### config.mk
export PLATFORM = sky130hd
export DESIGN_NAME = tlm_queue
export DESIGN_NICKNAME = d
export VERILOG_FILES = /design/src/rtl/core/tlm_pkg.sv /design/src/rtl/core/tlm_queue.sv
export SDC_FILE = /design/constraint.sdc
export NUM_CORES = 1
export LEC_CHECK = 0
export BUFFER_PORTS_ARGS = -buffer_cell sky130_fd_sc_hd__clkbuf_2
export CORE_MARGIN = 2
export CORE_UTILIZATION = 50
export DETAILED_ROUTE_END_ITERATION = 10
export PLACE_DENSITY = 0.77
export SYNTH_ARGS = -nofsm -noshare
export SYNTH_HDL_FRONTEND = slang
export SYNTH_SLANG_ARGS = --single-unit
### constraint.sdc
create_clock -name clock -period 4.1 [get_ports clock]
set_input_delay 0.82 -clock clock [delete_from_list [all_inputs] [get_ports clock]]
set_output_delay 0.82 -clock clock [all_outputs]
set_load 0.01 [all_outputs]
### src/rtl/core/tlm_pkg.sv
// Shared types, codes and helpers for the text line metrics unit.
package tlm_pkg;

   // Request kinds
   localparam logic [1:0] KIND_GLYPH = 2'd0;
   localparam logic [1:0] KIND_CHAR  = 2'd1;
   localparam logic [1:0] KIND_END   = 2'd2;

   localparam logic [7:0] NEWLINE_CODE = 8'd10;

   // Configuration register indexes and reset values
   localparam logic CSR_FONT_HEIGHT = 1'b0;
   localparam logic CSR_LINE_STEP   = 1'b1;
   localparam int   CSR_DATA_W      = 12;
   localparam logic [10:0] FONT_HEIGHT_RESET = 11'd16;
   localparam logic [11:0] LINE_STEP_RESET   = 12'd20;

   // Field widths (metrics are carried at their widest form)
   localparam int SIZE_W  = 11;
   localparam int BEAR_W  = 12;
   localparam int LEN_W   = 28;
   localparam int POS_W   = 16;
   localparam int LINES_W = 16;
   localparam int DESC_W  = 13;
   localparam int SLACK_W = 14;
   localparam int WIDE_W  = 31;

   localparam logic signed [WIDE_W-1:0] SAT_MAX = 31'sd134217727;
   localparam logic signed [WIDE_W-1:0] SAT_MIN = -31'sd134217728;

   // Queue between front and back
   localparam int QUEUE_DEPTH = 2;

   typedef struct packed {
      logic [1:0]               kind;
      logic [7:0]               code;
      logic [SIZE_W-1:0]        advance_x;
      logic signed [BEAR_W-1:0] bearing_x;
      logic signed [BEAR_W-1:0] bearing_y;
      logic [SIZE_W-1:0]        size_x;
      logic [SIZE_W-1:0]        size_y;
   } req_data_type;

   typedef struct packed {
      logic                    line_valid;
      logic [POS_W-1:0]        line_start;
      logic [POS_W-1:0]        line_end;
      logic signed [LEN_W-1:0] line_length;
      logic                    is_final;
      logic signed [LEN_W-1:0] text_width;
      logic signed [LEN_W-1:0] text_height;
      logic [SIZE_W-1:0]       first_line_ascent;
   } rsp_data_type;

   // Classified text operation handed from front to back
   typedef enum logic [1:0] {
      OP_GLYPH   = 2'd0,
      OP_BLANK   = 2'd1,
      OP_NEWLINE = 2'd2,
      OP_END     = 2'd3
   } op_type;

   typedef struct packed {
      op_type                   op;
      logic [SIZE_W-1:0]        adv;
      logic signed [BEAR_W-1:0] bx;
      logic signed [BEAR_W-1:0] by;
      logic [SIZE_W-1:0]        sx;
      logic [SIZE_W-1:0]        sy;
   } op_item_type;

   // Clamp a wide signed sum to the 28-bit signed range
   function automatic logic signed [LEN_W-1:0] sat_len(input logic signed [WIDE_W-1:0] v);
      logic signed [LEN_W-1:0] r;
      if (v > SAT_MAX) begin
         r = SAT_MAX[LEN_W-1:0];
      end else if (v < SAT_MIN) begin
         r = SAT_MIN[LEN_W-1:0];
      end else begin
         r = v[LEN_W-1:0];
      end
      return r;
   endfunction

endpackage

### src/rtl/core/tlm_queue.sv
// Short queue of classified operations between front and back.
module tlm_queue import tlm_pkg::*; (
   input  logic        clock,
   input  logic        reset,
   input  logic        push_valid,
   output logic        push_ready,
   input  op_item_type push_item,
   output logic        pop_valid,
   input  logic        pop_ready,
   output op_item_type pop_item
);

   localparam int PTR_W = $clog2(QUEUE_DEPTH);
   localparam int CNT_W = $clog2(QUEUE_DEPTH + 1);
   localparam logic [CNT_W-1:0] FULL_COUNT = CNT_W'(QUEUE_DEPTH);
   localparam logic [PTR_W-1:0] LAST_SLOT  = PTR_W'(QUEUE_DEPTH - 1);

   op_item_type      entry_ff [QUEUE_DEPTH];
   logic [PTR_W-1:0] wr_ptr_ff, wr_ptr_in;
   logic [PTR_W-1:0] rd_ptr_ff, rd_ptr_in;
   logic [CNT_W-1:0] count_ff, count_in;
   logic             push, pop;

   assign push_ready = (count_ff != FULL_COUNT);
   assign pop_valid  = (count_ff != '0);
   assign push       = push_valid && push_ready;
   assign pop        = pop_valid && pop_ready;
   assign pop_item   = entry_ff[rd_ptr_ff];

   // Advance pointers and occupancy
   always_comb begin
      wr_ptr_in = wr_ptr_ff;
      rd_ptr_in = rd_ptr_ff;
      count_in  = count_ff;
      if (push) begin
         wr_ptr_in = (wr_ptr_ff == LAST_SLOT) ? '0 : wr_ptr_ff + 1'b1;
      end
      if (pop) begin
         rd_ptr_in = (rd_ptr_ff == LAST_SLOT) ? '0 : rd_ptr_ff + 1'b1;
      end
      if (push && !pop) begin
         count_in = count_ff + 1'b1;
      end else if (pop && !push) begin
         count_in = count_ff - 1'b1;
      end
   end

   always_ff @(posedge clock) begin
      if (reset) begin
         wr_ptr_ff <= '0;
         rd_ptr_ff <= '0;
         count_ff  <= '0;
      end else begin
         wr_ptr_ff <= wr_ptr_in;
         rd_ptr_ff <= rd_ptr_in;
         count_ff  <= count_in;
      end
   end

   always_ff @(posedge clock) begin
      if (push) begin
         entry_ff[wr_ptr_ff] <= push_item;
      end
   end

endmodule

* After elaboration in Yosys (flattened, before gate mapping)
Memory sizes are Yosys's and may differ from the RTL's. A register that Yosys moved wholly into a read port is not among the register bits. Cells that the tools add are included.
Word-level totals: memories 1, register bits after elaboration 4, memory bits (writable) 118, output and inout bits 61
Cells by class: eq/ne operators 1, add/sub/neg operators 4, reductions and logical operators 8, multiplexer cells 8
Memory list:
- entry_ff | words 2, bits a word 59, rd ports 1, clocked after memory_dff 1, wr ports 1, line tlm_queue.sv:18 | op_item_type entry_ff [QUEUE_DEPTH];
Operator list (number):
- $mux 1 | 6
- $logic_and 1x1->1 | 4
- $mux 2 | 2
- $reduce_bool 2->1 | 2
- $add 1x1->1 const B | 2
- $add 2x1->2 const B | 1
- $logic_not 1->1 | 2
- $ne 2x2->1 const B | 1
- $sub 2x1->2 const B | 1

* Depth between registers and ports, before layout
depth in word-level cells 6, mapped depth 6

* Worst setup path after synthesis
OpenSTA, ideal clock, no wires.
path kind input -> register, start input port push_valid, end memory entry_ff[1][0] (netlist bit), enable pin, required time 3677 ps, buffers on the path 0, stages on the path 1, setup time 423 ps, data arrival time 2262 ps, path slack 1415 ps, cell sequence and3_1
On the way: word-level cells in the longest chain between the ends 3
Ends and longest elaborated chain:
- start: declaration | line tlm_queue.sv:5 | input logic push_valid,
- $logic_and 1x1->1 | line tlm_queue.sv:26 | assign push = push_valid && push_ready;
- $mux 1 | line tlm_queue.sv:61 | if (push) begin
- $mux 1 (not written as such) | line tlm_queue.sv:62 | entry_ff[wr_ptr_ff] <= push_item;
- end: declaration | line tlm_queue.sv:18
Every way passes these cells.

==> results.tsv <==
stage	metric	value	unit
pwr	maximum VDD drop	0.362	mV
status	run status	finished, final reports clean	
pwr	internal power of the cells	2.82	mW
floorplan	I/O pin count	124	
min_path	hold crit path type	input pin to flip-flop	
timing	Max Clk Rate	349	MHz
placed_design	cell total after placement	435	
pwr	portion of total power attributed to sequential cells	43.4	%
pwr	clock group share of total power	35.4	%
worst_setup_path	data arrival time of the worst path	2.05	ns
drt	DRC viols	0	
worst_setup_path	worst setup slack for register-to-register paths	1.93	ns
clock_network	clock-pin slew on the worst setup and hold paths	0.05	ns
worst_setup_path	source of the worst register-to-register timing path	count_ff[0]	
logic_synthesis	number of flip-flops and latches in the synthesized netlist	123	
clock_network	post-CTS setup buffer count	0	
worst_setup_path	largest stage delay on the critical path	0.69	ns
floorplan	effective utilization at floorplan	51.8	%
timing	time the final worst path needs with I/O delays and setup	2.87	ns
global_routing	all-layer global routing usage	16.1	%
timing	number of max-slew violations in the final report	0	
timing	worst clock skew	0.00487	ns
clock_network	maximum level of the CTS H-tree	4	
finish	filler-free cell count of the finished design	466	
logic_synthesis	part of the Yosys area used for sequential elements	80.7	%
finish	Antenna diodes	0	
logic_synthesis	share of flip-flops with an asynchronous set or reset after synthesis	0	%
logic_synthesis	flip-flop cell with the highest count after synthesis	sky130_fd_sc_hd__edfxtp_1	
global_routing	vias in the first global route	2374	
min_path	hold_sp	push_item[41]	
worst_setup_path	Crit path buffers/inverters	2	
logic_synthesis	Synth warnings	0	
logic_synthesis	proportion of netlist area held by the largest area contributor	78.5	%
global_routing	overflow left after global routing	0	
logic_synthesis	dominant cells by area after synthesis	sky130_fd_sc_hd__edfxtp_1 78%, sky130_fd_sc_hd__mux2_2 12%, sky130_fd_sc_hd__mux2_4 3.3%, sky130_fd_sc_hd__dfxtp_1 2.2%, sky130_fd_sc_hd__xor2_1 0.58%	
worst_setup_path	ordered cell list for the critical path	buf_12, mux2_2, clkbuf_2	
timing	TNS Setup	0	ns
floorplan	Std-Cell Rows	34	
floorplan	placeable core area	8720	um2
clock_network	number of buffers on the longest clock path	2	
worst_setup_path	worst r2r dst	entry_ff[1][38]	
clock_network	Clock Root Buffer	sky130_fd_sc_hd__clkbuf_8	
drt	count of TritonRoute iterations in the first routing pass	4	
logic_synthesis	top cells by count, synth	118 x sky130_fd_sc_hd__edfxtp_1, 49 x sky130_fd_sc_hd__mux2_2, 10 x sky130_fd_sc_hd__mux2_4	
logic_synthesis	cells after synthesis	208	
floorplan	overall die area	9810	um2
finish	area taken by flip-flops and latches	3640	um2
min_path	capture endpoint of the worst hold path	entry_ff[1][41]	
run	number of max-cap violations	0	
drt	vias	2368	
drt	average routed wire per standard cell	16.4	um
timing	unrepaired setup endpoints after global routing	false	
pwr	Leak Pwr	2.24	nW
timing	number of failing hold endpoints at the final stage	0	
placed_design	count of buffers inserted at the top-level ports	123	
global_routing	first-pass GRT wire length	11600	um
timing	final worst-path cycle share	69.9	%
drt	first-iteration detailed-routing DRC count	73	
worst_setup_path	required time of the worst setup path	3.28	ns
logic_synthesis	post-synthesis instance area	4520	um2
logic_synthesis	cell taking the most area after synthesis	sky130_fd_sc_hd__edfxtp_1	
worst_setup_path	Critical-path top delay cell	sky130_fd_sc_hd__dfxtp_2	
pwr	net switching power of the design	977	uW
timing	Slew headroom	50.4	%
global_routing	number of antenna violations at the first check in global routing	0	
timing	count of endpoints failing setup in the final report	0	
floorplan	die height	99.0	um
drt	antenna-violating nets left	0	
logic_synthesis	Avg Cell Area, Syn	21.7	um2
clock_network	CTS tree	yes	
finish	share of final-layout standard cells stronger than drive strength 1	60.9	%
logic_synthesis	number of distinct library cells after synthesis	20	
drt	post-detailed-routing wire length	7640	um
worst_setup_path	Worst path top cell family by delay	flip-flops	
clock_network	count of cells resized by post-cts repair	0	
worst_setup_path	Setup crit start kind	flip-flop	
finish	area of combinational cells with multiple inputs	822	um2
clock_network	worst-skew pair later-pin latency	0.50	ns
worst_setup_path	cell count of the worst reg-to-reg path	3	
finish	Filler Cell Count	618	
floorplan	width of the chip	99.0	um
worst_setup_path	biggest fanout along the worst timing path	38	
logic_synthesis	count leader, synth	sky130_fd_sc_hd__edfxtp_1	
timing	worst-margin pin slew	0.745	ns
placed_design	Post-DP HPWL	5000	um
clock_network	number of hold-repair buffers added at the cts stage	0	
drt	Avg Vias per Cell	5.08	
worst_setup_path	CP Capture Type	output port	
finish	fin nets	410	
clock_network	clock buffers created by TritonCTS	17	
pwr	switching portion of total power	25.7	%
logic_synthesis	synthesized netlist net count	272	
global_routing	pin count of the biggest net entering global routing	39	
logic_synthesis	number of enable-type register cells in the synthesized netlist	118	
pwr	cell area power density	655	nW/um2
finish	area added between synthesis and finish	28.5	%
min_path	Cells on Worst Hold Path	1	
worst_setup_path	type of the worst setup path	flip-flop to output port	
clock_network	clk sinks	123	
placed_design	global placement routability congestion	0.670	
pwr	Comb power frac	21.3	%
sequential cells by signal (all words and copies together) (netlist names), named ones only:
signal / cells
wr_ptr_ff: 1
rd_ptr_ff: 1
entry_ff: 118
count_ff: 2
cells by family after synthesis:
family	count (synthesis)	synth area share, %
DFF	123	80.7
AOI/OAI and AO/OA	5	0.665
and+or+nand+nor	9	1.11
buffers and inverters	8	1.14
muxes	59	15.5
xor gates and xnor gates	3	0.582
adders and majority gates	1	0.277
power by group through the flow:
stage | Clock, mW | Combinational [mW] | Sequential (mW)
finish | 1.34 | 0.808 | 1.65
global route | 1.42 | 0.876 | 1.67
CTS | 1.37 | 0.827 | 1.65
detailed placement | 0 | 0.822 | 1.68
global placement | 0 | 0.811 | 1.66
floorplan | 0 | 0.561 | 1.63
layer usage:
metal / global-route usage [%] / up-vias / part of all wire, %
met5: 0 / - / 0
met4: 7.27 / 0 / 1.5
met3: 7.02 / 9 / 7.6
met2: 26.2 / 90 / 50
met1: 18.4 / 1167 / 41
li1: - / 1102 / -
cell usage in the layout (no fill, tap or decap), types with 3 or more instances in the layout:
cell type,count
sky130_fd_sc_hd__dfxtp_1,4
sky130_fd_sc_hd__clkinv_2,4
sky130_fd_sc_hd__clkinv_1,3
sky130_fd_sc_hd__edfxtp_1,118
sky130_fd_sc_hd__clkinvlp_4,3
sky130_fd_sc_hd__mux2_4,10
sky130_fd_sc_hd__nor2_1,3
sky130_fd_sc_hd__clkbuf_2,123
sky130_fd_sc_hd__mux2_2,49
sky130_fd_sc_hd__clkbuf_16,16
sky130_fd_sc_hd__xor2_1,3
worst max path at each step:
stage                          start         endpoint  slack, ns  depth (start not counted)
after floorplan           push_valid   entry_ff[1][0]       1.41                          1
after global placement    push_valid  entry_ff[1][43]       1.63                          3
after detailed placement  push_valid  entry_ff[1][38]       1.59                          3
after CTS                  flip-flop     pop_item[17]       1.19                          3
after global routing       flip-flop      pop_item[8]       1.12                          3
final                      flip-flop     pop_item[17]       1.23                          3
per-stage QoR:
step / cell area [um2] / setup WS [ns] / total power [mW] / util [%] / hold slack [ns]
floorplan: 4520 / 1.41 / 2.19 / - / 0.472
global placement: 5260 / 1.63 / 2.48 / 60.3 / 0.488
detailed placement: 5260 / 1.59 / 2.50 / 60.3 / 0.494
CTS: 5800 / 1.19 / 3.85 / 66.5 / 0.482
global route: 5800 / 1.12 / 3.96 / 66.5 / 0.475
finish: 5800 / 1.23 / 3.80 / 66.5 / 0.509
layout make-up:
class                   count  share of cell area (%)
clock inverters            14                    2.26
flip-flops and latches    123                    62.8
well taps                 108                    2.33
inverters                   1                  0.0647
repair buffers            126                    11.2
clock buffers              17                    7.14
multi-input cells          77                    14.2
Note: power is estimated with default switching activity, not from simulation.
