**src/rtl/core/tlm_pkg.sv**
```systemverilog
// Shared types, codes and helpers for the text line metrics unit.
package tlm_pkg;

   // Request kinds
   localparam logic [1:0] KIND_GLYPH = 2'd0;
   localparam logic [1:0] KIND_CHAR  = 2'd1;
   localparam logic [1:0] KIND_END   = 2'd2;

   localparam logic [7:0] NEWLINE_CODE = 8'd10;

   // Configuration register indexes and reset values
   localparam logic CSR_FONT_HEIGHT = 1'b0;
   localparam logic CSR_LINE_STEP   = 1'b1;
   localparam int   CSR_DATA_W      = 12;
   localparam logic [10:0] FONT_HEIGHT_RESET = 11'd16;
   localparam logic [11:0] LINE_STEP_RESET   = 12'd20;

   // Field widths (metrics are carried at their widest form)
   localparam int SIZE_W  = 11;
   localparam int BEAR_W  = 12;
   localparam int LEN_W   = 28;
   localparam int POS_W   = 16;
   localparam int LINES_W = 16;
   localparam int DESC_W  = 13;
   localparam int SLACK_W = 14;
   localparam int WIDE_W  = 31;

   localparam logic signed [WIDE_W-1:0] SAT_MAX = 31'sd134217727;
   localparam logic signed [WIDE_W-1:0] SAT_MIN = -31'sd134217728;

   // Queue between front and back
   localparam int QUEUE_DEPTH = 2;

   typedef struct packed {
      logic [1:0]               kind;
      logic [7:0]               code;
      logic [SIZE_W-1:0]        advance_x;
      logic signed [BEAR_W-1:0] bearing_x;
      logic signed [BEAR_W-1:0] bearing_y;
      logic [SIZE_W-1:0]        size_x;
      logic [SIZE_W-1:0]        size_y;
   } req_data_type;

   typedef struct packed {
      logic                    line_valid;
      logic [POS_W-1:0]        line_start;
      logic [POS_W-1:0]        line_end;
      logic signed [LEN_W-1:0] line_length;
      logic                    is_final;
      logic signed [LEN_W-1:0] text_width;
      logic signed [LEN_W-1:0] text_height;
      logic [SIZE_W-1:0]       first_line_ascent;
   } rsp_data_type;

   // Classified text operation handed from front to back
   typedef enum logic [1:0] {
      OP_GLYPH   = 2'd0,
      OP_BLANK   = 2'd1,
      OP_NEWLINE = 2'd2,
      OP_END     = 2'd3
   } op_type;

   typedef struct packed {
      op_type                   op;
      logic [SIZE_W-1:0]        adv;
      logic signed [BEAR_W-1:0] bx;
      logic signed [BEAR_W-1:0] by;
      logic [SIZE_W-1:0]        sx;
      logic [SIZE_W-1:0]        sy;
   } op_item_type;

   // Clamp a wide signed sum to the 28-bit signed range
   function automatic logic signed [LEN_W-1:0] sat_len(input logic signed [WIDE_W-1:0] v);
      logic signed [LEN_W-1:0] r;
      if (v > SAT_MAX) begin
         r = SAT_MAX[LEN_W-1:0];
      end else if (v < SAT_MIN) begin
         r = SAT_MIN[LEN_W-1:0];
      end else begin
         r = v[LEN_W-1:0];
      end
      return r;
   endfunction

endpackage

```
**src/rtl/core/tlm_channels.sv**
```systemverilog


interface tlm_rsp_if import tlm_pkg::*; ();
   logic         valid;
   logic         ready;
   rsp_data_type data;

   modport source (output valid, output data, input ready);
   modport sink   (input valid, input data, output ready);
endinterface

```
**src/rtl/core/tlm_back.sv**
```systemverilog
// Back end: accumulates line metrics and produces line and total records.
module tlm_back import tlm_pkg::*; #(
   parameter int INDEX_BITS = 16
) (
   input  logic                  clock,
   input  logic                  reset,
   input  logic                  op_valid,
   output logic                  op_ready,
   input  op_item_type           op_item,
   input  logic                  csr_we,
   input  logic                  csr_index,
   input  logic [CSR_DATA_W-1:0] csr_wdata,
   tlm_rsp_if.source             rsp
);

   // Configuration
   logic [10:0] font_height_ff;
   logic [11:0] line_step_ff;

   // Text state
   logic [INDEX_BITS-1:0]    pos_ff, pos_in;
   logic [INDEX_BITS-1:0]    line_start_ff, line_start_in;
   logic signed [LEN_W-1:0]  acc_ff, acc_in;
   logic                     first_line_ff, first_line_in;
   logic                     line_glyph_ff, line_glyph_in;
   logic signed [SLACK_W-1:0] slack_ff, slack_in;
   logic                     last_glyph_ff, last_glyph_in;
   logic [SIZE_W-1:0]        ascent_ff, ascent_in;
   logic signed [DESC_W-1:0] descent_ff, descent_in;
   logic signed [LEN_W-1:0]  widest_ff, widest_in;
   logic [LINES_W-1:0]       extra_lines_ff, extra_lines_in;
   logic                     started_ff, started_in;

   // Result register
   logic         rsp_valid_ff, rsp_valid_in;
   rsp_data_type rsp_data_ff, rsp_data_in;
   logic         produce;
   logic         pop;

   // Datapath terms
   logic [INDEX_BITS-1:0]     pos_next;
   logic [INDEX_BITS+15:0]    start_ext, end_ext;
   logic signed [BEAR_W-1:0]  adv_s, sx_s, sy_s, ascent_s;
   logic signed [WIDE_W-1:0]  bx_term, glyph_sum, slack_term, closed_sum;
   logic signed [LEN_W-1:0]   closed_len, widest_upd;
   logic signed [DESC_W-1:0]  line_low;
   logic signed [SLACK_W-1:0] slack_new;
   logic [LEN_W-1:0]          line_prod;
   logic signed [WIDE_W-1:0]  fh_w, prod_w, asc_w, desc_w, height_sum;

   assign op_ready = !rsp_valid_ff || rsp.ready;
   assign pop      = op_valid && op_ready;

   // Configuration writes
   always_ff @(posedge clock) begin
      if (reset) begin
         font_height_ff <= FONT_HEIGHT_RESET;
         line_step_ff   <= LINE_STEP_RESET;
      end else if (csr_we) begin
         case (csr_index)
            CSR_FONT_HEIGHT: font_height_ff <= csr_wdata[10:0];
            CSR_LINE_STEP:   line_step_ff   <= csr_wdata;
            default:         line_step_ff   <= line_step_ff;
         endcase
      end
   end

   // Glyph add, line close and height terms
   always_comb begin
      pos_next   = pos_ff + 1'b1;
      start_ext  = {16'b0, line_start_ff};
      end_ext    = {16'b0, pos_ff};
      adv_s      = signed'({1'b0, op_item.adv});
      sx_s       = signed'({1'b0, op_item.sx});
      sy_s       = signed'({1'b0, op_item.sy});
      ascent_s   = signed'({1'b0, ascent_ff});
      bx_term    = line_glyph_ff ? 31'sd0 : WIDE_W'(op_item.bx);
      glyph_sum  = WIDE_W'(acc_ff) + WIDE_W'(adv_s) - bx_term;
      slack_term = last_glyph_ff ? WIDE_W'(slack_ff) : 31'sd0;
      closed_sum = WIDE_W'(acc_ff) - slack_term;
      closed_len = sat_len(closed_sum);
      widest_upd = (first_line_ff || (closed_len > widest_ff)) ? closed_len : widest_ff;
      line_low   = DESC_W'(op_item.by) - DESC_W'(sy_s);
      slack_new  = SLACK_W'(adv_s) - (SLACK_W'(op_item.bx) + SLACK_W'(sx_s));
      line_prod  = LEN_W'(extra_lines_ff) * LEN_W'(line_step_ff);
      fh_w       = signed'(WIDE_W'(font_height_ff));
      prod_w     = signed'(WIDE_W'(line_prod));
      asc_w      = signed'(WIDE_W'(ascent_ff));
      desc_w     = WIDE_W'(descent_ff);
      height_sum = fh_w + prod_w - (fh_w - asc_w) - desc_w;
   end

   // Apply one operation per popped word
   always_comb begin
      pos_in         = pos_ff;
      line_start_in  = line_start_ff;
      acc_in         = acc_ff;
      first_line_in  = first_line_ff;
      line_glyph_in  = line_glyph_ff;
      slack_in       = slack_ff;
      last_glyph_in  = last_glyph_ff;
      ascent_in      = ascent_ff;
      descent_in     = descent_ff;
      widest_in      = widest_ff;
      extra_lines_in = extra_lines_ff;
      started_in     = started_ff;
      rsp_data_in    = '0;
      produce        = 1'b0;
      if (pop) begin
         case (op_item.op)
            OP_GLYPH: begin
               started_in = 1'b1;
               if (first_line_ff && (op_item.by > ascent_s)) begin
                  ascent_in = op_item.by[SIZE_W-1:0];
               end
               acc_in = sat_len(glyph_sum);
               if (line_low < descent_ff) begin
                  descent_in = line_low;
               end
               slack_in      = slack_new;
               line_glyph_in = 1'b1;
               last_glyph_in = 1'b1;
               pos_in        = pos_next;
            end
            OP_BLANK: begin
               started_in    = 1'b1;
               last_glyph_in = 1'b0;
               pos_in        = pos_next;
            end
            OP_NEWLINE: begin
               started_in              = 1'b1;
               produce                 = 1'b1;
               widest_in               = widest_upd;
               rsp_data_in.line_valid  = 1'b1;
               rsp_data_in.line_start  = start_ext[POS_W-1:0];
               rsp_data_in.line_end    = end_ext[POS_W-1:0];
               rsp_data_in.line_length = closed_len;
               if (extra_lines_ff != '1) begin
                  extra_lines_in = extra_lines_ff + 1'b1;
               end
               first_line_in = 1'b0;
               acc_in        = '0;
               line_glyph_in = 1'b0;
               last_glyph_in = 1'b0;
               descent_in    = '0;
               line_start_in = pos_next;
               pos_in        = pos_next;
            end
            OP_END: begin
               produce              = 1'b1;
               rsp_data_in.is_final = 1'b1;
               if (started_ff) begin
                  rsp_data_in.line_valid        = 1'b1;
                  rsp_data_in.line_start        = start_ext[POS_W-1:0];
                  rsp_data_in.line_end          = end_ext[POS_W-1:0];
                  rsp_data_in.line_length       = closed_len;
                  rsp_data_in.text_width        = widest_upd;
                  rsp_data_in.text_height       = sat_len(height_sum);
                  rsp_data_in.first_line_ascent = ascent_ff;
               end
               pos_in         = '0;
               line_start_in  = '0;
               acc_in         = '0;
               first_line_in  = 1'b1;
               line_glyph_in  = 1'b0;
               slack_in       = '0;
               last_glyph_in  = 1'b0;
               ascent_in      = '0;
               descent_in     = '0;
               widest_in      = '0;
               extra_lines_in = '0;
               started_in     = 1'b0;
            end
            default: begin
               produce = 1'b0;
            end
         endcase
      end
   end

   // Drop a taken result, load a new one
   always_comb begin
      rsp_valid_in = rsp_valid_ff && !rsp.ready;
      if (produce) begin
         rsp_valid_in = 1'b1;
      end
   end

   always_ff @(posedge clock) begin
      if (reset) begin
         pos_ff         <= '0;
         line_start_ff  <= '0;
         acc_ff         <= '0;
         first_line_ff  <= 1'b1;
         line_glyph_ff  <= 1'b0;
         slack_ff       <= '0;
         last_glyph_ff  <= 1'b0;
         ascent_ff      <= '0;
         descent_ff     <= '0;
         widest_ff      <= '0;
         extra_lines_ff <= '0;
         started_ff     <= 1'b0;
         rsp_valid_ff   <= 1'b0;
      end else begin
         pos_ff         <= pos_in;
         line_start_ff  <= line_start_in;
         acc_ff         <= acc_in;
         first_line_ff  <= first_line_in;
         line_glyph_ff  <= line_glyph_in;
         slack_ff       <= slack_in;
         last_glyph_ff  <= last_glyph_in;
         ascent_ff      <= ascent_in;
         descent_ff     <= descent_in;
         widest_ff      <= widest_in;
         extra_lines_ff <= extra_lines_in;
         started_ff     <= started_in;
         rsp_valid_ff   <= rsp_valid_in;
      end
   end

   always_ff @(posedge clock) begin
      if (produce) begin
         rsp_data_ff <= rsp_data_in;
      end
   end

   assign rsp.valid = rsp_valid_ff;
   assign rsp.data  = rsp_data_ff;

endmodule

```
**src/flat_wrapper.sv**
```systemverilog
// flat-port wrapper written by rule: the top's interface ports become plain ports
module tlm_back_flat import tlm_pkg::*;
#(
   parameter int INDEX_BITS = 16
)
  (clock, reset, op_valid, op_ready, op_item, csr_we, csr_index, csr_wdata, rsp_valid, rsp_data, rsp_ready);
  tlm_rsp_if rsp_i ();
  input  logic clock;
  input  logic reset;
  input  logic op_valid;
  output logic op_ready;
  input  op_item_type op_item;
  input  logic csr_we;
  input  logic csr_index;
  input  logic [CSR_DATA_W-1:0] csr_wdata;
  output wire logic [$bits(rsp_i.valid)-1:0] rsp_valid;
  output wire logic [$bits(rsp_i.data)-1:0] rsp_data;
  input wire logic [$bits(rsp_i.ready)-1:0] rsp_ready;
  assign rsp_valid = rsp_i.valid;
  assign rsp_data = rsp_i.data;
  assign rsp_i.ready = rsp_ready;
  tlm_back #(.INDEX_BITS(INDEX_BITS)) u_core (.clock(clock), .reset(reset), .op_valid(op_valid), .op_ready(op_ready), .op_item(op_item), .csr_we(csr_we), .csr_index(csr_index), .csr_wdata(csr_wdata), .rsp(rsp_i));
endmodule
```
**config.mk**
```make
export PLATFORM = sky130hd
export DESIGN_NAME = tlm_back_flat
export DESIGN_NICKNAME = d
export VERILOG_FILES = /design/src/rtl/core/tlm_pkg.sv /design/src/rtl/core/tlm_channels.sv /design/src/rtl/core/tlm_back.sv /design/src/flat_wrapper.sv
export SDC_FILE = /design/constraint.sdc
export NUM_CORES = 1
export LEC_CHECK = 0
export ABC_AREA = 0
export BUFFER_PORTS_ARGS = -buffer_cell sky130_fd_sc_hd__buf_2
export CAP_MARGIN = 0
export CELL_PAD_IN_SITES_DETAIL_PLACEMENT = 0
export CELL_PAD_IN_SITES_GLOBAL_PLACEMENT = 1
export CORE_MARGIN = 3
export CORE_UTILIZATION = 30
export CTS_BUF_LIST = sky130_fd_sc_hd__clkbuf_8
export DETAILED_ROUTE_END_ITERATION = 8
export HOLD_SLACK_MARGIN = 0.08
export PLACE_DENSITY = 0.64
export SETUP_SLACK_MARGIN = 0.15
export SLEW_MARGIN = 15
export SYNTH_ARGS = -nofsm -noshare
export SYNTH_HDL_FRONTEND = slang
export SYNTH_SLANG_ARGS = --single-unit
export TNS_END_PERCENT = 20
```
**constraint.sdc**
```tcl
create_clock -name clock -period 12.05 [get_ports clock]
set_clock_uncertainty 0.15 [all_clocks]
set_input_delay 1.205 -clock clock [delete_from_list [all_inputs] [get_ports clock]]
set_output_delay 1.205 -clock clock [all_outputs]
set_load 0.01 [all_outputs]
```
Word-level counts from Yosys, hierarchy flattened
Index checks and enable logic that the tools add are counted.
Word-level totals
  flip-flop bits (word level): 299
  bits of input ports: 77
  output and inout bits: 131
  word-level logic and storage cells: 112
Operators by class
  add/subtract/negate cells: 12
  multiply operators: 1
  magnitude comparators: 9
  equality and inequality tests: 7
  mux-type cells: 31
  bitwise operators: 4
  reductions and logical operators: 24
Operators with widths (count)
  28-bit two-way mux: 7
  61-bit one-hot mux with 2 select lines: 1
  28-bit one-hot mux with 2 select lines: 2
  16-bit one-hot mux with 2 select lines: 3
  31-bit by 28-bit > comparator with 1-bit output (second input constant): 3
  31-bit by 28-bit less-than comparator with 1-bit output (second input constant): 3
  68-bit two-way mux: 1
  67-bit two-way mux: 1
  31-bit two-way mux: 2
  31-bit subtractor: 2
  61-bit two-way mux: 1
  16-bit by 1-bit adder with 16-bit output (second input constant): 2
  28-bit by 31-bit subtractor with 31-bit output: 1
  31-bit by 13-bit subtractor with 31-bit output: 1
  11-bit by 28-bit adder with 29-bit output: 1
  28-bit by 12-bit adder with 29-bit output: 1
  28-bit > comparator: 1
  16-bit by 12-bit multiplier with 28-bit output: 1
  14-bit one-hot mux with 2 select lines: 1
  13-bit one-hot mux with 2 select lines: 1
  11-bit one-hot mux with 2 select lines: 1
  16-bit two-way mux: 1
  16-bit inequality test (second input constant): 1
  12-bit by 14-bit subtractor with 14-bit output: 1
  other kinds (23): 48

Logic depth before layout (Yosys ltp)
Gate-level depths: netlist of the first run.
  depth after elaboration: 10
  gate-level depth with buffers: 39
  depth with buffers taken out: 36

Least setup slack after synthesis of the first run
No wires, ideal clock.
  path type: flip-flop to flip-flop
  start point: register u_core.line_step_ff[5]
  end point: register u_core.rsp_data_ff, in the netlist u_core.rsp.data[18], data pin
  setup time: 0.254 ns
  arrival time: 8.374 ns
  data required time: 11.646 ns
  slack: 3.272 ns
  cell stages (with the launch flop): 35
  buffers on the path: 3
  period minus slack after synthesis: 8.778 ns
  cells stage by stage: dfxtp_1 > clkbuf_1 > clkbuf_1 > nand2_1 > fa_1 > fa_1 > fa_1 > inv_1 > fa_1 > inv_1 > fa_1 > inv_1 > ha_1 > or2_2 > o311ai_0 > o31ai_1 > o21a_1 > nor2_1 > o21ai_0 > a21oi_1 > xor2_1 > fa_1 > inv_1 > ha_1 > a21o_1 > a21o_1 > a21o_1 > a21o_1 > a21oi_1 > o31a_1 > mux2_1 > a211o_1 > o311a_4 > buf_6 > a21o_1
Between the ends
  longest elaborated chain between the ends: 7
  elaborated cells on any way between the ends: 8
  classes of those cells: add/sub: 3; mul: 1; order compare: 2; mux: 2
Ends and longest elaborated chain
  from (decl): RTL line tlm_back.sv:18  | logic [11:0] line_step_ff;
  from (signal assigned): RTL line tlm_back.sv:62  | CSR_LINE_STEP: line_step_ff <= csr_wdata;
  from (signal assigned): RTL line tlm_back.sv:63  | default: line_step_ff <= line_step_ff;
  16-bit by 12-bit multiplier with 28-bit output *: RTL line tlm_back.sv:85  | line_prod = LEN_W'(extra_lines_ff) * LEN_W'(line_step_ff);
  11-bit by 28-bit adder with 29-bit output *: RTL line tlm_back.sv:90  | height_sum = fh_w + prod_w - (fh_w - asc_w) - desc_w;
  31-bit subtractor *: RTL line tlm_back.sv:90
  31-bit by 13-bit subtractor with 31-bit output *: RTL line tlm_back.sv:90
  31-bit by 28-bit less-than comparator with 1-bit output: RTL line tlm_pkg.sv:77  | end else if (v < SAT_MIN) begin
  28-bit two-way mux: RTL line tlm_pkg.sv:77
  28-bit two-way mux *: RTL line tlm_pkg.sv:75  | if (v > SAT_MAX) begin
  to (signal assigned): RTL line tlm_back.sv:223  | rsp_data_ff <= rsp_data_in;
  to (decl): RTL line tlm_back.sv:36  | rsp_data_type rsp_data_ff, rsp_data_in;
Every way passes the cells marked *; elsewhere a longest branch is shown, timed or not.
A chain may end at the register's enable or synchronous reset.

Worst setup path after layout of the first run
  start point: register u_core.line_step_ff[2]
  end point: register u_core.rsp_data_ff, in the netlist u_core.rsp.data[14], data pin
Same word-level chain as after synthesis.

==> metrics.md, run 1 <==
| Metric | Value |
|---|---|
| Outcome | complete, no violations |
| Width of the chip | 308 microns |
| Area taken by multi-input logic gates | 0.0182 sq mm |
| Core utilization of the finished layout | 34.2% |
| Number of clock buffers inserted by TritonCTS | between 50 and 60 |
| Count of distinct cell types in the synthesized netlist | 79 |
| VDD IR-drop max | 0.0824 mV |
| Fill count | ~9500 |
| Count of final hold-check violations | 0 |
| Setup repair after global routing missed its margin | no |
| Net total in the final layout | ~3800 |
| Maximum number of pins on one net before global-route repair | 74 |
| Number of max-slew violations in the final report | 0 |
| Kind of critical path | reg -> reg |
| Basic-gate share of the synthesized area counting and, or, nand and nor cells | 17.1% |
| Worst path setup slack after routing | ~2600 ps |
| Worst Setup End Kind | flip-flop |
| Critical Path AT | 9670 ps |
| Clock net sink count | 299 |
| Largest fanout on the critical path | 25 |
| First-pass DRT Iterations | 8 |
| Max Fclk | 106 MHz |
| Most area-hungry cell type in the Yosys netlist | edfxtp_1 |
| Max-capacitance violation count | 0 |
| Area of the die | roughly 0.095 sq mm |
| Power spent charging and discharging nets | 1.88 mW |
| Synthesis-stage register bit count | 299 |
| CTS tree | built |
| Via Count | 21800 |
| Critical path required time | 12320 ps |
| # hold bufs at CTS | 0 |
| CP endpoint | u_core.rsp.data[14]$_SDFFCE_PN0P_ |
| Final clock period utilization by the worst path | 78.0% |
| Compound-cell area share of the yosys netlist | between 10% and 20% |
| Switching share of power | 41.8% |
| Reg-to-reg endpoint | u_core.rsp.data[14]$_SDFFCE_PN0P_ |
| Reg-to-reg critical path startpoint | u_core.line_step_ff[2]$_SDFFE_PP1P_ |
| Main flop type after synthesis | dfxtp_1 |
| Share of synthesized registers carrying an async set or reset | 0% |
| Area growth from synthesis to layout | 12.7% |
| Post-layout total power | 4.50 mW |
| Area of the mapped netlist | 0.0273 sq mm |
| Initial DRC Count | 1229 |
| Relative max-transition margin | 29.8% |
| Dpl ws | roughly 2600 ps |
| Clock tree buffer depth | 3 |
| First-pass GRT wire length | between 100000 and 150000 microns |
| Multiplexer share of the synthesized area | 0.266% |
| Initial core utilization | 30.3% |
| Cell Rows | 110 |
| Non-filler instance count after layout | 4518 |
| Leakage power | 13.9 nW |
| Average cell area after synthesis | slightly below 9 sq um |
| Port Buf Inserts | around 210 |
| Sequential fraction of the synthesis area | a little over a quarter |
| Pwr/cell area | roughly 150 mW/mm^2 |
| Worst hold path type | reg -> reg |
| Worst reg-to-reg setup slack | 2650 ps |
| Area share of the leading cell type in the synthesized netlist | 14.2% |
| Total routing usage reported by global routing | between 10% and 20% |
| Largest cells by area after synthesis | edfxtp_1 14%, fa_1 14%, ha_1 13% |
| CP dominant cell by count | fa_1 |
| Estimated wirelength of the detail-placed design | 62800 microns |
| Core Box Area | around 0.09 sq mm |
| Final WL | 79300 microns |
| Adder-cell share of the synthesized area | 26.8% |
| Detail-routed net length per standard cell | 17.6 microns |
| Flip-flop and latch area | 0.00728 sq mm |
| Number of placed instances, taps included | 4403 |
| Max H-tree Level | 2 |
| Remaining antenna violation count | 0 |
| # Post-CTS Setup Buffers | 0 |
| Clock power frac | roughly a quarter |
| Number of antenna violations at the first check in global routing | 11 |
| Proportion of power drawn by combinational gates | 48.8% |
| Number of warning messages in the yosys log | 0 |
| Internal power component | 2.62 mW |
| Total of endpoints with negative setup slack in the final report | 0 |
| Io pins | ~210 |
| Number of instances in the synthesized netlist | about 3100 |
| Beginning of the critical path | u_core.line_step_ff[2]$_SDFFE_PP1P_ |
| Slew at the pin closest to its max-slew limit | ~1100 ps |
| Gates resized, CTS repair | 0 |
| Sequential group share of total power | a little over a quarter |
| Critical Path Max Stage Delay | ~540 ps |
| GRT Residual Overflow | 0 |
| Number of flops mapped to enable cells by yosys | 129 |
| CP max-delay cell | fa_1 |
| Vias in the first global route | 22300 |
| Clock latency on the worst-skew pair | ~700 ps |
| Xor/xnor share of the synthesized area | under 10% |
| Synthesized Nets | 3672 |
| Clock edge transition at the registers on the reported setup and hold paths | approximately 60 ps |
| Final total negative setup slack | 0 ps |
| Fraction of final layout cells with drive strength greater than 1 | a little over a tenth |
| Startpoint class of the critical path | flip-flop |
| DRC errors left | 0 |
| Commonest non-fill, non-tap cell in the layout | inv_1 |
| Cell at the root of the clock tree | clkbuf_8 |
| Dominant combinational cell family by area after synthesis | adder cells |
| Period minus WS final | 9400 ps |
| Cell depth of the worst flop-to-flop path | 33 |
| Placer Congestion | around 0.83 |
| Die H | 308 microns |
| Per-cell via count in the routed design | 4.82 |
| Most frequent cells in the layout | 387 x inv_1, 325 x nand2_1, 282 x ha_1 |
-- how the worst min path moves through the flow --
stage / from / end / slack [ps] / depth (start not counted)
after floorplan: u_core.line_start_ff[10]$_SDFFE_PP0P_ / u_core.line_start_ff[10]$_SDFFE_PP0P_ / 280 / 2
after global placement: u_core.line_start_ff[7]$_SDFFE_PP0P_ / u_core.line_start_ff[7]$_SDFFE_PP0P_ / 290 / 2
after detailed placement: u_core.line_start_ff[6]$_SDFFE_PP0P_ / u_core.line_start_ff[6]$_SDFFE_PP0P_ / 290 / 2
after CTS: u_core.line_start_ff[6]$_SDFFE_PP0P_ / u_core.line_start_ff[6]$_SDFFE_PP0P_ / 300 / 2
after global routing: u_core.line_start_ff[7]$_SDFFE_PP0P_ / u_core.line_start_ff[7]$_SDFFE_PP0P_ / 330 / 2
final: u_core.line_start_ff[7]$_SDFFE_PP0P_ / u_core.line_start_ff[7]$_SDFFE_PP0P_ / 300 / 2
-- registers in the layout, summed over array words and instances (netlist names), 11 cells and up --
signal	cells
u_core.slack_ff	14
u_core.pos_ff	16
u_core.line_start_ff	16
u_core.font_height_ff	11
u_core.acc_ff	28
u_core.ascent_ff	11
u_core.extra_lines_ff	16
u_core.descent_ff	13
u_core.rsp.data	129
u_core.line_step_ff	12
u_core.widest_ff	28
-- worst max-delay path, delay by kind of cell (launching register included) --
kind	cells	cell delay, ps
AOI/OAI and AO/OA	16	3640
adders and majority gates	8	3540
DFF	1	480
and+or+nand+nor	2	450
muxes	1	360
buffers and inverters	5	260
xor gates and xnor gates	1	210
-- per-layer routing --
metal | up-vias | track usage [%] | routed length (microns)
met5 | - | 0 | 13
met4 | 2 | 2.87 | 1000
met3 | 76 | 2.51 | 3400
met2 | 358 | 27.3 | 35600
met1 | 10500 | 24.2 | 39300
li1 | 10900 | - | -
-- Yosys cell counts (all sizes together), types with 33 or more instances --
library cell,number
nor2b,42
nand3,39
inv,376
dfxtp,170
o21ai,119
xor2,64
fa,188
nand2,326
nor2,247
ha,283
clkbuf,106
xnor2,108
a21o,100
and2,144
nor3,33
a21oi,220
nand2b,51
edfxtp,129
-- through the flow --
| step | hold slack [ps] | cell area (sq um) |
|---|---|---|
| 6_report | 301 | 30800 |
| 2_1_floorplan | 282 | 27300 |
| 4_1_cts | 303 | 30800 |
| 3_5_place_dp | 294 | 29500 |
| 5_1_grt | 327 | 30800 |
| 3_3_place_gp | 289 | 29500 |
-- power by group through the flow --
stage	logic (mW)	registers, mW	clock network [mW]
floorplan	1.64	1.21	0
global placement	2.20	1.22	0
detailed placement	2.20	1.22	0
CTS	2.21	1.20	1.15
global route	2.50	1.21	1.19
finish	2.20	1.20	1.10
-- area by class of cell --
type / count / share of cell area (%)
Antenna cell: 7 / 0.0569
Clock buffer: 65 / 2.91
Clock inverter: 43 / 1.10
Inverter: 376 / 4.60
Multi-Input combinational cell: 2325 / 59.1
Sequential cell: 299 / 23.6
Tap cell: 1176 / 4.78
Timing Repair Buffer: 227 / 3.86
-- cells by family (layout without fill, tap and decap cells) --
logic type | Yosys count | in the layout
AOI/OAI and AO/OA | 688 | 688
xor gates and xnor gates | 172 | 172
adders and majority gates | 472 | 472
buffers and inverters | 500 | 711
DFF | 299 | 299
muxes | 7 | 7
other | 0 | 7
and+or+nand+nor | 986 | 986
No activity file was read; power rests on OpenSTA's default activity.
==> run 2, diff against run 1 <==
--- a/config.mk
+++ b/config.mk
@@ -15,7 +15,7 @@
 export CTS_BUF_LIST = sky130_fd_sc_hd__clkbuf_8
 export DETAILED_ROUTE_END_ITERATION = 8
 export HOLD_SLACK_MARGIN = 0.08
-export PLACE_DENSITY = 0.64
+export PLACE_DENSITY = 0.66
 export SETUP_SLACK_MARGIN = 0.15
 export SLEW_MARGIN = 15
 export SYNTH_ARGS = -nofsm -noshare
==> constraint.sdc (replaced) <==
create_clock -name clock -period 7.8 [get_ports clock]
set_clock_uncertainty 0.15 [all_clocks]
set_input_delay 0.78 -clock clock [delete_from_list [all_inputs] [get_ports clock]]
set_output_delay 0.78 -clock clock [all_outputs]
set_load 0.01 [all_outputs]
==> metrics.md, run 2 (same netlist as run 1, synthesis figures left out) <==
| Metric | Value |
|---|---|
| Worst Hold Margin | 264 ps |
| Largest fanout on the critical path | 7 |
| Count of final hold-check violations | 0 |
| Reg-to-reg critical path startpoint | u_core.line_step_ff[1]$_SDFFE_PP0P_ |
| Critical path required time | 8050 ps |
| Initial core utilization | approximately 30% |
| GRT Residual Overflow | 0 |
| VDD IR-drop max | 0.146 mV |
| Critical path buffer and inverter count | 6 |
| Clock tree buffer depth | 3 |
| DRC errors left | 0 |
| Net total in the final layout | approximately 4000 |
| Dpl ws | -676 ps |
| First-pass DRT Iterations | 5 |
| Slew at the pin closest to its max-slew limit | 1080 ps |
| Width of the chip | roughly 300 microns |
| Cell at the root of the clock tree | clkbuf_8 |
| Io pins | ~210 |
| Critical Path AT | ~8500 ps |
| Final clock period utilization by the worst path | 106% |
| Worst reg-to-reg setup slack | -450 ps |
| CP dominant cell by count | fa_1 |
| Clock net sink count | 299 |
| CP max-delay cell | fa_1 |
| Max H-tree Level | 2 |
| Total routing usage reported by global routing | between 10% and 20% |
| Worst hold path type | in -> reg |
| Vias in the first global route | about 22000 |
| Area of the die | roughly 0.095 sq mm |
| Setup repair after global routing missed its margin | yes |
| CTS tree | built |
| Kind of critical path | reg -> reg |
| Clock edge transition at the registers on the reported setup and hold paths | 60 ps |
| Post-layout total power | 7.22 mW |
| Max Fclk | ~120 MHz |
| Most frequent cells in the layout | 383 x inv_1, 322 x nand2_1, 270 x ha_1 |
| Beginning of the critical path | u_core.line_step_ff[1]$_SDFFE_PP0P_ |
| Core utilization of the finished layout | 36.4% |
| Via Count | around 22000 |
| Remaining antenna violation count | 0 |
| Number of antenna violations at the first check in global routing | 11 |
| Core Box Area | about 0.09 sq mm |
| Clock latency on the worst-skew pair | 650 ps |
| Final WL | 78600 microns |
| Estimated wirelength of the detail-placed design | 63500 microns |
| Cell Rows | 110 |
| Per-cell via count in the routed design | 4.75 |
| Pwr/cell area | 220 mW/mm^2 |
| Number of max-slew violations in the final report | 0 |
| Fraction of final layout cells with drive strength greater than 1 | 17.9% |
| Maximum number of pins on one net before global-route repair | 81 |
| First-pass GRT wire length | roughly 130000 microns |
| Detail-routed net length per standard cell | 16.6 microns |
| Final total negative setup slack | -11770 ps |
| Cell family contributing the most delay on the critical path | adder cells |
| Max-capacitance violation count | 0 |
| Initial DRC Count | 1120 |
| Total of endpoints with negative setup slack in the final report | 28 |
| Leakage power | 15.1 nW |
| Outcome | finished with violations |
| # hold bufs at CTS | 0 |
| Relative max-transition margin | a little over a quarter |
| Worst Setup End Kind | flip-flop |
| Area growth from synthesis to layout | 20.1% |
| Flip-flop count of the largest register, all copies and words added | 129 |
| Worst path setup slack after routing | -447 ps |
| Placer Congestion | between 0.8 and 0.9 |
| Failing checks | setup timing |
| Fill count | 9325 |
| Die H | approximately 310 microns |
| Period minus WS final | 8250 ps |
| Hold Path Origin | csr_wdata[3] |
| Port Buf Inserts | 207 |
| Critical Path Max Stage Delay | 520 ps |
| Commonest non-fill, non-tap cell in the layout | inv_1 |
| Number of clock buffers inserted by TritonCTS | between 50 and 60 |
| Startpoint class of the critical path | flip-flop |
[run 2: worst register-to-register path: cells and delay by family (launching register included)]
family          cells  cell delay, ps
flops               1             370
buf+inv             6             420
fa+ha+maj           8            3430
mux                 1             330
simple gates        1             150
compound gates     15            2940
xor+xnor            1             230
[run 2: final cells by class]
class / instances / area (sq um) / area share, %
diodes: 7 / 17.5 / 0.0534
clock buffers: 60 / 826 / 2.52
clock inverters: 42 / 297 / 0.903
inverters: 376 / 1420 / 4.32
multi-input cells: 2328 / 18500 / 56.5
flip-flops and latches: 299 / 7330 / 22.3
well taps: 1176 / 1470 / 4.48
repair buffers: 443 / 2920 / 8.88
[run 2: per-stage QoR]
step	std cells	instance area (sq um)
6_report	4731	32800
4_1_cts	4723	32700
2_1_floorplan	3124	27700
3_3_place_gp	4607	31300
5_1_grt	4725	32800
3_5_place_dp	4607	31300
[run 2: power breakdown]
group,internal [mW],switching [mW]
Combinational,1.65,2.16
Sequential,1.75,0.0960
Clock,0.845,0.720
[run 2: routing by layer]
layer | global-route usage (%) | share of wire, % | routed length [microns] | vias to the layer above
met5 | 0 | 0.036 | 28 | -
met4 | 2.88 | 1.3 | 1030 | 6
met3 | 2.25 | 4.0 | 3110 | 70
met2 | 26.1 | 43 | 34100 | 360
met1 | 24.6 | 51 | 40400 | 10700
li1 | - | - | - | 11300
[run 2: repair_timing]
item | 4_1_cts | 5_1_grt
setup endpoints to repair | 28 | 78
pin swaps | 33 | 21
gates resized for setup | 41 | 31
buffers inserted | 11 | 1
endpoints found under the hold margin | 0 | 0
cloned | 3 | 0
[run 2: path summary, 6_finish.rpt]
kind	endpoint	cells past startpoint
worst min-delay path	u_core.font_height_ff[3]$_SDFFE_PP0P_	3
worst min register to register	u_core.line_start_ff[5]$_SDFFE_PP0P_	2
worst max-delay path	u_core.rsp.data[32]$_SDFFCE_PN0P_	32
worst max register to register	u_core.rsp.data[32]$_SDFFCE_PN0P_	32
==> run 3, diff against run 2 <==
--- a/config.mk
+++ b/config.mk
@@ -15,7 +15,7 @@
 export CTS_BUF_LIST = sky130_fd_sc_hd__clkbuf_8
 export DETAILED_ROUTE_END_ITERATION = 8
 export HOLD_SLACK_MARGIN = 0.08
-export PLACE_DENSITY = 0.66
+export PLACE_DENSITY = 0.64
 export SETUP_SLACK_MARGIN = 0.15
 export SLEW_MARGIN = 15
 export SYNTH_ARGS = -nofsm -noshare
==> constraint.sdc (replaced) <==
create_clock -name clock -period 9.2 [get_ports clock]
set_clock_uncertainty 0.15 [all_clocks]
set_input_delay 0.92 -clock clock [delete_from_list [all_inputs] [get_ports clock]]
set_output_delay 0.92 -clock clock [all_outputs]
set_load 0.01 [all_outputs]
==> metrics.md, run 3 (same netlist as run 1, synthesis figures left out) <==
| Metric | Value |
|---|---|
| Internal power component | between 3 and 4 mW |
| Reg-to-reg endpoint | u_core.rsp.data[33]$_SDFFCE_PN0P_ |
| Net total in the final layout | 3871 |
| Max H-tree Level | 2 |
| Vias in the first global route | approximately 22000 |
| Commonest non-fill, non-tap cell in the layout | inv_1 |
| Largest fanout on the critical path | 10 |
| Core Box Area | 0.0901 sq mm |
| Worst hold path type | reg -> reg |
| Number of clock buffers inserted by TritonCTS | 57 |
| Number of antenna violations at the first check in global routing | 12 |
| CP dominant cell by count | fa_1 |
| Area of the die | about 0.095 sq mm |
| Proportion of power drawn by combinational gates | 50.0% |
| Detail-routed net length per standard cell | roughly 17 microns |
| Clock tree buffer depth | 3 |
| Maximum number of pins on one net before global-route repair | 77 |
| CTS tree | built |
| Die H | 308 microns |
| Cell Rows | 110 |
| Final clock period utilization by the worst path | 94.2% |
| Critical Path Max Stage Delay | 540 ps |
| Period minus WS final | 8670 ps |
| Most frequent cells in the layout | 391 x inv_1, 325 x nand2_1, 279 x ha_1 |
| Outcome | complete, no violations |
| Cell depth of the worst flop-to-flop path | 31 |
| Width of the chip | between 300 and 400 microns |
| Placer Congestion | 0.835 |
| Worst reg-to-reg setup slack | 530 ps |
| Cell at the root of the clock tree | clkbuf_8 |
| CP endpoint | u_core.rsp.data[33]$_SDFFCE_PN0P_ |
| Total of endpoints with negative setup slack in the final report | 0 |
| Critical path required time | 9480 ps |
| DRC errors left | 0 |
| Flip-flop count of the largest register, all copies and words added | 129 |
| CP max-delay cell | fa_1 |
| Fill count | 9450 |
| Instance area at placement | between 0.02 and 0.03 sq mm |
| Initial core utilization | 30.3% |
| Core utilization of the finished layout | 34.6% |
| Estimated wirelength of the detail-placed design | 63200 microns |
| # hold bufs at CTS | 0 |
| First-pass DRT Iterations | 5 |
| Worst Setup End Kind | flip-flop |
| Relative max-transition margin | between 30 and 40% |
| Final total negative setup slack | 0 ps |
| Worst Hold Margin | 296 ps |
| VDD IR-drop max | between 0.1 and 0.15 mV |
| Slew at the pin closest to its max-slew limit | 1050 ps |
| Flip-flop and latch area | 0.00732 sq mm |
| Via Count | 21800 |
| Beginning of the critical path | u_core.line_step_ff[2]$_SDFFE_PP1P_ |
| First-pass GRT wire length | 126000 microns |
| Count of final hold-check violations | 0 |
| Leakage power | 14.2 nW |
| Clock latency on the worst-skew pair | 700 ps |
| Reg-to-reg critical path startpoint | u_core.line_step_ff[2]$_SDFFE_PP1P_ |
| Initial DRC Count | 1303 |
| Power spent charging and discharging nets | 2.53 mW |
| Sequential group share of total power | 26.1% |
| Startpoint class of the critical path | flip-flop |
| Fraction of final layout cells with drive strength greater than 1 | 12.2% |
| Critical Path AT | 8950 ps |
| Max-capacitance violation count | 0 |
| Total routing usage reported by global routing | 16.8% |
| Max Fclk | 115 MHz |
| Number of max-slew violations in the final report | 0 |
| Area growth from synthesis to layout | 14.2% |
| Per-cell via count in the routed design | 4.80 |
| Port Buf Inserts | 207 |
| Clock power frac | 23.8% |
| Remaining antenna violation count | 0 |
| Io pins | about 210 |
| Final std cell area, no fill | between 0.03 and 0.04 sq mm |
| Kind of critical path | reg -> reg |
| Pwr/cell area | 192 mW/mm^2 |
| Final WL | around 80000 microns |
| Clock net sink count | 299 |
| GRT Residual Overflow | 0 |
| Clock edge transition at the registers on the reported setup and hold paths | 60 ps |
| Setup repair after global routing missed its margin | no |
| Area taken by multi-input logic gates | 0.0183 sq mm |
| Switching share of power | 42.1% |
run 3: worst min path at each step:
stage | start | end | slack (ps) | depth (start not counted)
floorplan | u_core.line_start_ff[10]$_SDFFE_PP0P_ | u_core.line_start_ff[10]$_SDFFE_PP0P_ | 280 | 2
global placement | u_core.line_start_ff[7]$_SDFFE_PP0P_ | u_core.line_start_ff[7]$_SDFFE_PP0P_ | 290 | 2
detailed placement | u_core.line_start_ff[7]$_SDFFE_PP0P_ | u_core.line_start_ff[7]$_SDFFE_PP0P_ | 290 | 2
CTS | csr_wdata[4] | u_core.font_height_ff[4]$_SDFFE_PP1P_ | 240 | 2
global route | csr_wdata[4] | u_core.font_height_ff[4]$_SDFFE_PP1P_ | 260 | 2
finish | u_core.line_start_ff[7]$_SDFFE_PP0P_ | u_core.line_start_ff[7]$_SDFFE_PP0P_ | 300 | 2
run 3: critical path: cells and delay by family (launching register included):
kind                       cells  cell delay, ps
DFF                            1             370
buffers and inverters          6             420
AOI/OAI and AO/OA             14            3150
adders and majority gates      8            3700
xor gates and xnor gates       1             160
muxes                          1             330
and+or+nand+nor                1             180
run 3: through the flow:
step	worst slack (ps)	cells	power [mW]
finish	532	4552	6.00
global route	137	4547	6.51
CTS	190	4542	6.02
detailed placement	199	4436	4.54
global placement	195	4436	4.55
floorplan	422	3124	3.73
run 3: final cells by class:
cell class              count  area share [%]
well taps                1176            4.71
multi-input cells        2328            58.7
clock inverters            40            1.01
repair buffers            261            4.66
flip-flops and latches    299            23.4
diodes                      6          0.0481
inverters                 376            4.54
clock buffers              66            2.91
run 3: power groups by stage:
stage | logic [mW] | registers (mW) | clock network (mW)
3_5_place_dp | 2.94 | 1.60 | 0
6_report | 3.00 | 1.57 | 1.43
4_1_cts | 2.96 | 1.57 | 1.48
3_3_place_gp | 2.95 | 1.60 | 0
2_1_floorplan | 2.14 | 1.58 | 0
5_1_grt | 3.39 | 1.58 | 1.54
run 3: timing repair:
item / in CTS / in global routing
resized for setup: 0 / 54
setup endpoints to repair: 0 / 28
setup buffers: 0 / 1
run 3: metal layers:
| metal | track usage [%] | vias to the layer above | share of wire (%) |
|---|---|---|---|
| met2 | 26.5 | 388 | 43 |
| met3 | 2.61 | 92 | 4.5 |
| met1 | 24.4 | 10400 | 51 |
| li1 | - | 11000 | - |
| met4 | 3.15 | 4 | 1.6 |
| met5 | 0 | - | 0.031 |
